==> config.mk <==
export PLATFORM = sky130hd
export DESIGN_NAME = jpeg_sof_precision_finder_top
export DESIGN_NICKNAME = d
export VERILOG_FILES = /design/src/hdl/jsfp_pkg.sv /design/src/hdl/jpeg_sof_precision_finder_top.sv /design/src/hdl/jsfp_parser.sv
export SDC_FILE = /design/constraint.sdc
export NUM_CORES = 1
export LEC_CHECK = 0
export BUFFER_PORTS_ARGS = -buffer_cell sky130_fd_sc_hd__buf_2
export CORE_UTILIZATION = 47
export DETAILED_ROUTE_END_ITERATION = 10
export PLACE_DENSITY = 0.65
export SLEW_MARGIN = 20
export SYNTH_ARGS = -nofsm -noshare
export SYNTH_HDL_FRONTEND = slang
export SYNTH_HIERARCHICAL = 1
export SYNTH_SLANG_ARGS = --single-unit
export TNS_END_PERCENT = 10
==> constraint.sdc <==
create_clock -name clock -period 3.6 [get_ports clock]
set_input_delay 0.72 -clock clock [delete_from_list [all_inputs] [get_ports clock]]
set_output_delay 0.72 -clock clock [all_outputs]
set_load 0.05 [all_outputs]
==> src/hdl/jsfp_pkg.sv <==
`timescale 1ns / 1ps
// ----------------------------------------------------------------------------
// jsfp_pkg
// Shared types, constants and the marker code classifier for the JPEG SOF
// precision finder.
// ----------------------------------------------------------------------------
package jsfp_pkg;

   localparam int ByteW   = 8;
   localparam int StatusW = 2;
   localparam int SkipW   = 16;

   // Marker prefix and code bytes (the code is the byte after the FF prefix).
   localparam logic [ByteW-1:0] MARKER_PREFIX = 8'hFF;
   localparam logic [ByteW-1:0] CODE_SOF_LO   = 8'hC0;
   localparam logic [ByteW-1:0] CODE_SOF_HI   = 8'hCF;
   localparam logic [ByteW-1:0] CODE_DHT      = 8'hC4;
   localparam logic [ByteW-1:0] CODE_JPG      = 8'hC8;
   localparam logic [ByteW-1:0] CODE_DAC      = 8'hCC;
   localparam logic [ByteW-1:0] CODE_RST0     = 8'hD0;
   localparam logic [ByteW-1:0] CODE_EOI      = 8'hD9;
   localparam logic [ByteW-1:0] CODE_SOS      = 8'hDA;
   localparam logic [ByteW-1:0] CODE_TEM      = 8'h01;
   localparam logic [ByteW-1:0] CODE_RES_LO   = 8'h03;
   localparam logic [ByteW-1:0] CODE_RES_HI   = 8'hBF;

   localparam logic [SkipW-1:0] LEN_HEADER = 16'd2;

   typedef enum logic [2:0] {
      PH_PREFIX    = 3'd0,
      PH_CODE      = 3'd1,
      PH_LEN_HI    = 3'd2,
      PH_LEN_LO    = 3'd3,
      PH_SKIP      = 3'd4,
      PH_PRECISION = 3'd5
   } phase_type;

   typedef enum logic [StatusW-1:0] {
      ST_FOUND   = 2'd0,
      ST_INVALID = 2'd1,
      ST_ENDED   = 2'd2
   } status_type;

   typedef enum logic [2:0] {
      MC_INVALID    = 3'd0,
      MC_STANDALONE = 3'd1,
      MC_SEGMENT    = 3'd2,
      MC_SOF        = 3'd3,
      MC_FILL       = 3'd4
   } marker_class_type;

   // One byte transaction presented to the parser.
   typedef struct packed {
      logic             fire;
      logic [ByteW-1:0] data_byte;
      logic             last_byte;
   } item_type;

   // Parser verdict for the current byte.
   typedef struct packed {
      logic             fin;
      logic [ByteW-1:0] bit_depth;
      status_type       scan_status;
   } verdict_type;

   function automatic marker_class_type classify(input logic [ByteW-1:0] code);
      marker_class_type mc;
      mc = MC_INVALID;
      if (code == MARKER_PREFIX) begin
         mc = MC_FILL;
      end else if (code >= CODE_SOF_LO && code <= CODE_SOF_HI) begin
         if (code == CODE_DHT || code == CODE_JPG || code == CODE_DAC) begin
            mc = MC_SEGMENT;
         end else begin
            mc = MC_SOF;
         end
      end else if (code >= CODE_RST0 && code <= CODE_EOI) begin
         mc = MC_STANDALONE;
      end else if (code >= CODE_SOS) begin
         mc = MC_SEGMENT;
      end else if (code == CODE_TEM) begin
         mc = MC_STANDALONE;
      end else if (code >= CODE_RES_LO && code <= CODE_RES_HI) begin
         mc = MC_STANDALONE;
      end
      return mc;
   endfunction

endpackage

==> src/hdl/jpeg_sof_precision_finder_top.sv <==
`timescale 1ns / 1ps
// Result path: the deciding byte is taken into the input register, then passes the parser
// into the result register, which drives rsp_valid; a stalled result can hold it in between.
// Throughput: 1 byte per cycle sustained while no result is stalled by rsp_ready.
// Critical path: marker classify plus 16-bit length compare/subtract.
// Reset: synchronous, active high; parser returns to expecting an FF prefix,
// the input and result registers are emptied.
// ----------------------------------------------------------------------------
// jpeg_sof_precision_finder_top
// Walks JPEG markers and reports the precision byte of the first SOF segment,
// one result transaction per image.
// ----------------------------------------------------------------------------
module jpeg_sof_precision_finder_top (
   input  logic                           clock,
   input  logic                           reset,
   input  logic                           req_valid,
   output logic                           req_ready,
   input  logic [jsfp_pkg::ByteW-1:0]     req_data_byte,
   input  logic                           req_last_byte,
   output logic                           rsp_valid,
   input  logic                           rsp_ready,
   output logic [jsfp_pkg::ByteW-1:0]     rsp_bit_depth,
   output logic [jsfp_pkg::StatusW-1:0]   rsp_scan_status
);

   // input register stage
   logic                          in_valid_ff;
   logic [jsfp_pkg::ByteW-1:0]    in_data_ff;
   logic                          in_last_ff;

   // result register stage
   logic                          out_valid_ff;
   logic [jsfp_pkg::ByteW-1:0]    out_depth_ff;
   jsfp_pkg::status_type          out_status_ff;

   logic                          advance;
   jsfp_pkg::item_type            item;
   jsfp_pkg::verdict_type         verdict;

   // Held byte moves through the parser when the result slot is free or is
   // being drained this cycle; the input register refills in the same cycle.
   assign advance   = in_valid_ff && (!out_valid_ff || rsp_ready);
   assign req_ready = !in_valid_ff || advance;

   always_ff @(posedge clock) begin
      if (reset) begin
         in_valid_ff <= 1'b0;
      end else if (req_ready) begin
         in_valid_ff <= req_valid;
      end
   end

   always_ff @(posedge clock) begin
      if (req_ready && req_valid) begin
         in_data_ff <= req_data_byte;
         in_last_ff <= req_last_byte;
      end
   end

   assign item.fire      = advance;
   assign item.data_byte = in_data_ff;
   assign item.last_byte = in_last_ff;

   jsfp_parser u_parser (
      .clock   (clock),
      .reset   (reset),
      .item    (item),
      .verdict (verdict)
   );

   // result register: loaded only when the byte decides the image
   always_ff @(posedge clock) begin
      if (reset) begin
         out_valid_ff <= 1'b0;
      end else if (advance && verdict.fin) begin
         out_valid_ff <= 1'b1;
      end else if (rsp_ready) begin
         out_valid_ff <= 1'b0;
      end
   end

   always_ff @(posedge clock) begin
      if (advance && verdict.fin) begin
         out_depth_ff  <= verdict.bit_depth;
         out_status_ff <= verdict.scan_status;
      end
   end

   assign rsp_valid       = out_valid_ff;
   assign rsp_bit_depth   = out_depth_ff;
   assign rsp_scan_status = out_status_ff;

   a_no_overwrite: assert property (@(posedge clock) disable iff (reset)
      (out_valid_ff && !rsp_ready) |=> ($stable(out_depth_ff) && $stable(out_status_ff)))
      else $error("pending result overwritten");

   a_no_fire_when_blocked: assert property (@(posedge clock) disable iff (reset)
      (out_valid_ff && !rsp_ready) |-> !advance)
      else $error("parser advanced while result stalled");

   a_found_status_only: assert property (@(posedge clock) disable iff (reset)
      (out_valid_ff && out_status_ff != jsfp_pkg::ST_FOUND) |-> (out_depth_ff == '0))
      else $error("nonzero depth without SOF");

endmodule

==> src/hdl/jsfp_parser.sv <==
`timescale 1ns / 1ps
// ----------------------------------------------------------------------------
// jsfp_parser
// Marker walk state machine: one byte per cycle while item.fire is high, flags the decision.
// ----------------------------------------------------------------------------
module jsfp_parser (
   input  logic                  clock,
   input  logic                  reset,
   input  jsfp_pkg::item_type    item,
   output jsfp_pkg::verdict_type verdict
);

   jsfp_pkg::phase_type              phase_ff, phase_in;
   logic [jsfp_pkg::SkipW-1:0]       skip_ff, skip_in;
   logic [jsfp_pkg::ByteW-1:0]       len_hi_ff, len_hi_in;
   logic                             frame_ff, frame_in;
   logic                             decided_ff, decided_in;

   jsfp_pkg::marker_class_type       mc;
   logic [jsfp_pkg::SkipW-1:0]       seg_len;
   logic [jsfp_pkg::SkipW-1:0]       skip_dec;
   logic                             fin;
   logic [jsfp_pkg::ByteW-1:0]       depth;
   jsfp_pkg::status_type             status;

   always_ff @(posedge clock) begin
      if (reset) begin
         phase_ff   <= jsfp_pkg::PH_PREFIX;
         skip_ff    <= '0;
         len_hi_ff  <= '0;
         frame_ff   <= 1'b0;
         decided_ff <= 1'b0;
      end else if (item.fire) begin
         phase_ff   <= phase_in;
         skip_ff    <= skip_in;
         len_hi_ff  <= len_hi_in;
         frame_ff   <= frame_in;
         decided_ff <= decided_in;
      end
   end

   always_comb begin
      mc       = jsfp_pkg::classify(item.data_byte);
      seg_len  = {len_hi_ff, item.data_byte};
      skip_dec = skip_ff - 16'd1;

      phase_in   = phase_ff;
      skip_in    = skip_ff;
      len_hi_in  = len_hi_ff;
      frame_in   = frame_ff;
      decided_in = decided_ff;
      fin        = 1'b0;
      depth      = '0;
      status     = jsfp_pkg::ST_INVALID;

      if (!decided_ff) begin
         unique case (phase_ff)
            jsfp_pkg::PH_PREFIX: begin
               if (item.data_byte == jsfp_pkg::MARKER_PREFIX) begin
                  phase_in = jsfp_pkg::PH_CODE;
               end else begin
                  fin = 1'b1;
               end
            end
            jsfp_pkg::PH_CODE: begin
               unique case (mc)
                  jsfp_pkg::MC_INVALID:    fin = 1'b1;
                  jsfp_pkg::MC_STANDALONE: phase_in = jsfp_pkg::PH_PREFIX;
                  jsfp_pkg::MC_FILL:       phase_in = jsfp_pkg::PH_CODE;
                  jsfp_pkg::MC_SEGMENT,
                  jsfp_pkg::MC_SOF: begin
                     frame_in = (mc == jsfp_pkg::MC_SOF);
                     phase_in = jsfp_pkg::PH_LEN_HI;
                  end
                  default:                 fin = 1'b1;
               endcase
            end
            jsfp_pkg::PH_LEN_HI: begin
               len_hi_in = item.data_byte;
               phase_in  = jsfp_pkg::PH_LEN_LO;
            end
            jsfp_pkg::PH_LEN_LO: begin
               priority if (frame_ff) begin
                  phase_in = jsfp_pkg::PH_PRECISION;
               end else if (seg_len < jsfp_pkg::LEN_HEADER) begin
                  fin = 1'b1;
               end else if (seg_len == jsfp_pkg::LEN_HEADER) begin
                  phase_in = jsfp_pkg::PH_PREFIX;
               end else begin
                  skip_in  = seg_len - jsfp_pkg::LEN_HEADER;
                  phase_in = jsfp_pkg::PH_SKIP;
               end
            end
            jsfp_pkg::PH_SKIP: begin
               skip_in = skip_dec;
               if (skip_dec == '0) begin
                  phase_in = jsfp_pkg::PH_PREFIX;
               end
            end
            jsfp_pkg::PH_PRECISION: begin
               fin    = 1'b1;
               depth  = item.data_byte;
               status = jsfp_pkg::ST_FOUND;
            end
            default: phase_in = jsfp_pkg::PH_PREFIX;
         endcase

         if (!fin && item.last_byte) begin
            fin    = 1'b1;
            depth  = '0;
            status = jsfp_pkg::ST_ENDED;
         end
         if (fin) begin
            decided_in = 1'b1;
         end
      end

      // last byte restarts the walk for the next image
      if (item.last_byte) begin
         phase_in   = jsfp_pkg::PH_PREFIX;
         skip_in    = '0;
         len_hi_in  = '0;
         frame_in   = 1'b0;
         decided_in = 1'b0;
      end

      verdict.fin         = fin;
      verdict.bit_depth   = depth;
      verdict.scan_status = status;
   end

   a_no_second_result: assert property (@(posedge clock) disable iff (reset)
      (item.fire && decided_ff) |-> !verdict.fin)
      else $error("second result for one image");

   a_last_restarts: assert property (@(posedge clock) disable iff (reset)
      (item.fire && item.last_byte) |=> (phase_ff == jsfp_pkg::PH_PREFIX && !decided_ff))
      else $error("parser not restarted after last byte");

   a_skip_nonzero: assert property (@(posedge clock) disable iff (reset)
      (phase_ff == jsfp_pkg::PH_SKIP) |-> (skip_ff != '0))
      else $error("skip phase with empty count");

   a_decide_sticks: assert property (@(posedge clock) disable iff (reset)
      (item.fire && verdict.fin && !item.last_byte) |=> decided_ff)
      else $error("decision not recorded");

endmodule
[After elaboration in Yosys (flattened, before gate mapping)]
Cells that the tools add are included.
Storage, ports and cells
  memory bits (writable): 0
  word-level logic and storage cells: 119
  flip-flop bits (word level): 50
  memories: 0
  ROM bits: 0
  input port bits: 13
  latch bits: 0
Operators by class
  divide/modulo/power cells: 0
  reduce and logical (&&, ||, !) cells: 28
  $lt $le $gt $ge: 8
  shift-type cells: 0
  eq/ne operators: 24
  $mul: 0
  multiplexer cells: 45
  bitwise gates (word level): 1
  add/subtract/negate cells: 2
Operator list (count)
  16-bit two-way mux: 5
  3-bit two-way mux: 12
  8-bit equality test, second input constant: 4
  16-bit one-hot mux with 2 select lines: 1
  8-bit greater-or-equal comparator, second input constant: 3
  8-bit <= comparator, second input constant: 3
  8-bit two-way mux: 3
  1-bit two-way mux: 20
  3-bit one-hot mux with 6 select lines: 1
  16-bit by 2-bit equality test with 1-bit output, second input constant: 1
  16-bit zero test: 1
  16-bit by 2-bit < comparator with 1-bit output, second input constant: 1
  16-bit by 1-bit subtractor with 16-bit output, second input constant: 1
  16-bit by 2-bit subtractor with 16-bit output, second input constant: 1
  3-bit by 2-bit equality test with 1-bit output, second input constant: 4
  3-bit equality test, second input constant: 3
  3-bit inequality test, second input constant: 3
  3-bit one-hot mux with 3 select lines: 1
  8-bit by 1-bit equality test with 1-bit output, second input constant: 1
  8-bit by 2-bit greater-or-equal comparator with 1-bit output, second input constant: 1
  2-bit nonzero test: 4
  1-bit logical AND: 7
  7-bit AND reduction: 1
  3-bit by 1-bit equality test with 1-bit output, second input constant: 2
  17 further kinds: 24

[Longest topological paths before layout]
  word-level depth: 20
  gate-level depth with buffers: 11
  mapped depth without buffers: 8

[By module]
Netlist, hierarchy kept.
Modules (own cells, without submodules)
  jsfp_parser: area each 2321.0 um2, instances 1, sequential area each 580.6 um2, cells an instance 314
  jpeg_sof_precision_finder_top: area each 673.1 um2, instances 1, sequential area each 610.6 um2, cells an instance 30

[Worst setup path after synthesis]
OpenSTA, ideal clock, no wires.
  path type: register -> register
  start: reg in_data_ff[7] in the netlist's numbering
  end: reg out_depth_ff (netlist bit rsp_bit_depth[0]) (enable)
  slack: 0.908 ns
  arrival time: 2.314 ns
  cell stages (with the launch flop): 10
  period minus slack after synthesis: 2.692 ns
  path buffers: 1
  path through: edfxtp_1 -> nor4_2 -> and4_1 -> nand4_1 -> o21ai_0 -> nor2_1 -> nor2_1 -> buf_4 -> nand2_1 -> nor2b_1
On the way
  cells in the longest elaborated chain, start to end: 19
  elaborated cells on any way between the ends: 42
RTL lines
  from (decl): line jpeg_sof_precision_finder_top.sv:28  | logic [jsfp_pkg::ByteW-1:0] in_data_ff;
  from (signal assigned): line jpeg_sof_precision_finder_top.sv:55  | in_data_ff <= req_data_byte;
  8-bit by 2-bit greater-or-equal comparator with 1-bit output or 8-bit <= comparator (tied branches): line jsfp_pkg.sv:83  | end else if (code >= CODE_RES_LO && code <= CODE_RES_HI) begin
  1-bit logical AND: line jsfp_pkg.sv:83
  1-bit two-way mux: line jsfp_pkg.sv:83
  3-bit two-way mux: line jsfp_pkg.sv:81  | end else if (code == CODE_TEM) begin
  3-bit two-way mux: line jsfp_pkg.sv:79  | end else if (code >= CODE_SOS) begin
  3-bit two-way mux: line jsfp_pkg.sv:77  | end else if (code >= CODE_RST0 && code <= CODE_EOI) begin
  3-bit two-way mux: line jsfp_pkg.sv:71  | end else if (code >= CODE_SOF_LO && code <= CODE_SOF_HI) begin
  3-bit two-way mux: line jsfp_pkg.sv:69  | if (code == MARKER_PREFIX) begin
  (+3 left out)
  1-bit one-hot mux with 4 select lines *: line jsfp_parser.sv:57  | unique case (phase_ff)
  1-bit two-way mux *: line jsfp_parser.sv:56  | if (!decided_ff) begin
  1-bit zero test: line jsfp_parser.sv:108  | if (!fin && item.last_byte) begin
  1-bit logical AND: line jsfp_parser.sv:108
  1-bit two-way mux *: line jsfp_parser.sv:108
  1-bit two-way mux * (2 in a row): line jsfp_parser.sv:56
  named net u_parser.fin: line jsfp_parser.sv:22  | logic fin;
  1-bit logical AND *: line jpeg_sof_precision_finder_top.sv:83  | if (advance && verdict.fin) begin
  to (signal assigned): line jpeg_sof_precision_finder_top.sv:84  | out_depth_ff <= verdict.bit_depth;
  to (decl): line jpeg_sof_precision_finder_top.sv:33  | logic [jsfp_pkg::ByteW-1:0] out_depth_ff;
Mark *: on every way through the listed nets, which the timed path passes. The rest lies on a longest branch. The select of a mux whose other input is x is not followed.
A chain may end at the register's enable or synchronous reset.

==> results_dict.tcl <==
set metrics [dict create \
    period_minus_slack_ps 2733 \
    fmax_mhz 365.9 \
    die_h_microns 81.82 \
    root_buffer "clkbuf_8" \
    clkPwrFrac_pct 35.0 \
    ys.flop_type "dfxtp_1" \
    total_power_uw 1149 \
    grt_pass1_wl_microns 11520 \
    synth_top_area_share_pct 20.73 \
    ir_drop_uv 206.7 \
    cp_data_arrival_time_ps 2750 \
    cts_tree "done" \
    fin_crit_sh_pct 75.93 \
    die_w_microns 81.82 \
    cts-buffers-inserted 5 \
    setup_viol 0 \
    status "completed" \
    post_cts_resized 0 \
    grt_max_degree 24 \
    n_antenna_cell 0 \
    crit_top_cell "nor2_1" \
    core_sq_um 6026 \
    tightest_slew_ps 777.3 \
    wl_microns 7054 \
    start_util_pct 49.69 \
    die_area_sq_um 6694 \
    synth.avg_cell_area_sq_um 8.704 \
    startpoint_type "flop" \
    crit_chain "nor4_2 -> a21o_1 -> a22oi_1 -> o21ai_0 -> nor2_1 -> nor2_1 -> nand2_1 -> nor2b_1 -> buf_4" \
    dr.pass1.iters 4 \
    final_util_pct 53.99 \
    worst_path_max_delay_cell "edfxtp_1" \
    p_switching_uw 294.6 \
    swShare_pct 25.64 \
    syn_to_final_growth_pct 8.650 \
    clock_sinks 50 \
    maxCapViolCount 0 \
    netlist_instances 344 \
    port_buffers 24 \
    cp_top_family "simple AND/OR/NAND/NOR gates" \
    crit_buf_inv 1 \
    cp.required_ps 3620 \
    drtIter0Drc 200 \
    ys_warn_count 6 \
    powerDensity_nw_per_um2 353.2 \
    grt_pass1_vias 2294 \
    async_flop_share_pct 0 \
    yosysMostFrequentCell "nor2_1" \
    postRouteAntennaNets 0 \
    slew_headroom_pct 47.99 \
    ys_types 54 \
    synthTopCellsByArea "dfxtp_1 21%, edfxtp_1 19%, nor2_1 4.6%" \
    fin_cells 432 \
    drive_above_1_share_pct 13.73 \
    combPwrFrac_pct 10.8 \
    p_int_uw 854.3 \
    rsz0062_at_grt "no" \
    netlist_area_sq_um 2994 \
    vias_per_cell 5.903 \
    critPathMaxStageDelay_ps 570 \
    ios 25 \
    hold_class "flop to flop" \
    dp_cells 424 \
    grt_overflow 0 \
    clk_latency_ps 310 \
    fill_cells 561 \
    drc_errors 0 \
    clk_pin_slew_ps 100 \
    synth_commonest_cells "37 x nor2_1, 31 x dfxtp_1, 31 x nand2_1" \
    dpl.hpwl_microns 5082 \
    synth_largest_area_cell "dfxtp_1" \
    dp_slack_ps 904.8 \
    skew_ps 14.19 \
    cp-end-kind "flop" \
    cts-htree-levels 2 \
    vias 2550 \
    finalHoldViolations 0 \
    synth_edf_count 19 \
    seqPwrFrac_pct 54.2 \
    critPathKind "flop to flop" \
    leakage_uw 0.001271 \
    ys_seq_elements 50 \
    gp_congestion 0.8558 \
    grt_usage_pct 22.84 \
    ctsLongestPathBuffers 2 \
    row_count 28 \
    cts-hold-fix-buffers 0 \
    slew_viol_final 0 \
    antenna_found_initial 0 \
    setup_tns_ps 0 \
    crit_fanout 10 \
    worst_slack_ps 866.6 \
    synth_nets 361 \
    nNetsFinal 373 \
    avgRoutedWirePerCell_microns 16.33 \
    cts_setup_buffers 0 \
    yosysSeqAreaShare_pct 39.78 \
]
-- area by class of cell --
| type | instances | area [sq um] | share of cell area, % |
|---|---|---|---|
| Multi-Input combinational cell | 261 | 1662 | 51.08 |
| Sequential cell | 50 | 1191 | 36.62 |
| Clock inverter | 2 | 38.79 | 1.192 |
| Timing Repair Buffer | 30 | 165.2 | 5.077 |
| Tap cell | 75 | 93.84 | 2.885 |
| Clock buffer | 6 | 72.57 | 2.231 |
| Inverter | 8 | 30.03 | 0.9231 |
-- flip-flops by register name (all words and copies together), names as in the netlist --
name / count
rsp_valid: 1
rsp_scan_status: 2
u_parser/skip_ff: 16
in_valid_ff: 1
u_parser/phase_ff: 3
in_last_ff: 1
u_parser/len_hi_ff: 8
u_parser/frame_ff: 1
rsp_bit_depth: 8
u_parser/decided_ff: 1
in_data_ff: 8
-- through the flow --
step / instance area [sq um] / hold slack [ps]
finish: 3253 / 511.2
global placement: 3142 / 498.0
floorplan: 2994 / 475.7
detailed placement: 3142 / 501.1
CTS: 3253 / 515.0
global route: 3253 / 552.9
-- kinds of logic after synthesis --
| group | share of synthesized area [%] |
|---|---|
| multiplexers | 1.003 |
| flip-flops | 39.78 |
| adder cells (fa/ha/maj) | 1.672 |
| AND/OR/NAND/NOR | 28.21 |
| buffers and inverters | 4.722 |
| AO/OA/AOI/OAI | 17.64 |
| XOR/XNOR | 6.979 |
-- power groups by stage --
stage / logic [uW] / registers [uW] / clock network [uW]
global route: 137 / 626 / 430
global placement: 123 / 636 / 0
CTS: 124 / 623 / 413
finish: 124 / 623 / 402
detailed placement: 123 / 636 / 0
floorplan: 82.5 / 641 / 0
-- worst reg2reg max path: stages, from the launching register on --
cell      delay, ps
edfxtp_1        570
nor4_2          570
a21o_1          180
a22oi_1          70
o21ai_0         500
nor2_1           80
nor2_1          100
nand2_1          70
nor2b_1         110
buf_4           190
-- layer usage --
layer / routed length, microns / share of wire [%] / global-route usage (%) / up-vias
met5: 0 / 0 / 0 / -
met1: 3449 / 49 / 31.91 / 1202
met4: 62 / 0.88 / 5.965 / 0
li1: - / - / - / 1272
met2: 3094 / 44 / 34.96 / 70
met3: 447 / 6.3 / 5.667 / 6
-- worst paths after layout --
path / start / end / slack [ps] / depth (start not counted)
worst min register to register: u_parser/skip_ff[13]$_SDFFE_PP0P_ / u_parser/skip_ff[13]$_SDFFE_PP0P_ / 510 / 2
worst min-delay path: u_parser/skip_ff[13]$_SDFFE_PP0P_ / u_parser/skip_ff[13]$_SDFFE_PP0P_ / 510 / 2
worst max register to register: in_data_ff[4]$_DFFE_PP_ / rsp_bit_depth[4]$_DFFE_PP_ / 870 / 9
worst max-delay path: in_data_ff[4]$_DFFE_PP_ / rsp_bit_depth[4]$_DFFE_PP_ / 870 / 9
-- placed cells by master (no fill, tap or decap), types with 6 or more instances in the layout --
| cell | synthesis | routed |
|---|---|---|
| nor3b_1 | 9 | 9 |
| and2_1 | 11 | 11 |
| xor2_1 | 13 | 13 |
| o21ai_0 | 20 | 20 |
| nand4_1 | 9 | 9 |
| a22oi_1 | 10 | 10 |
| nor3_1 | 7 | 7 |
| nand2_1 | 31 | 31 |
| nor4_1 | 6 | 6 |
| nand3_1 | 7 | 7 |
| a21oi_1 | 9 | 9 |
| xnor2_1 | 9 | 9 |
| inv_1 | 8 | 8 |
| buf_2 | 2 | 24 |
| o2111ai_1 | 7 | 7 |
| dfxtp_1 | 31 | 31 |
| buf_4 | 2 | 6 |
| edfxtp_1 | 19 | 19 |
| nand2b_1 | 12 | 12 |
| nor2_1 | 37 | 37 |
No activity file was read; power rests on OpenSTA's default activity.
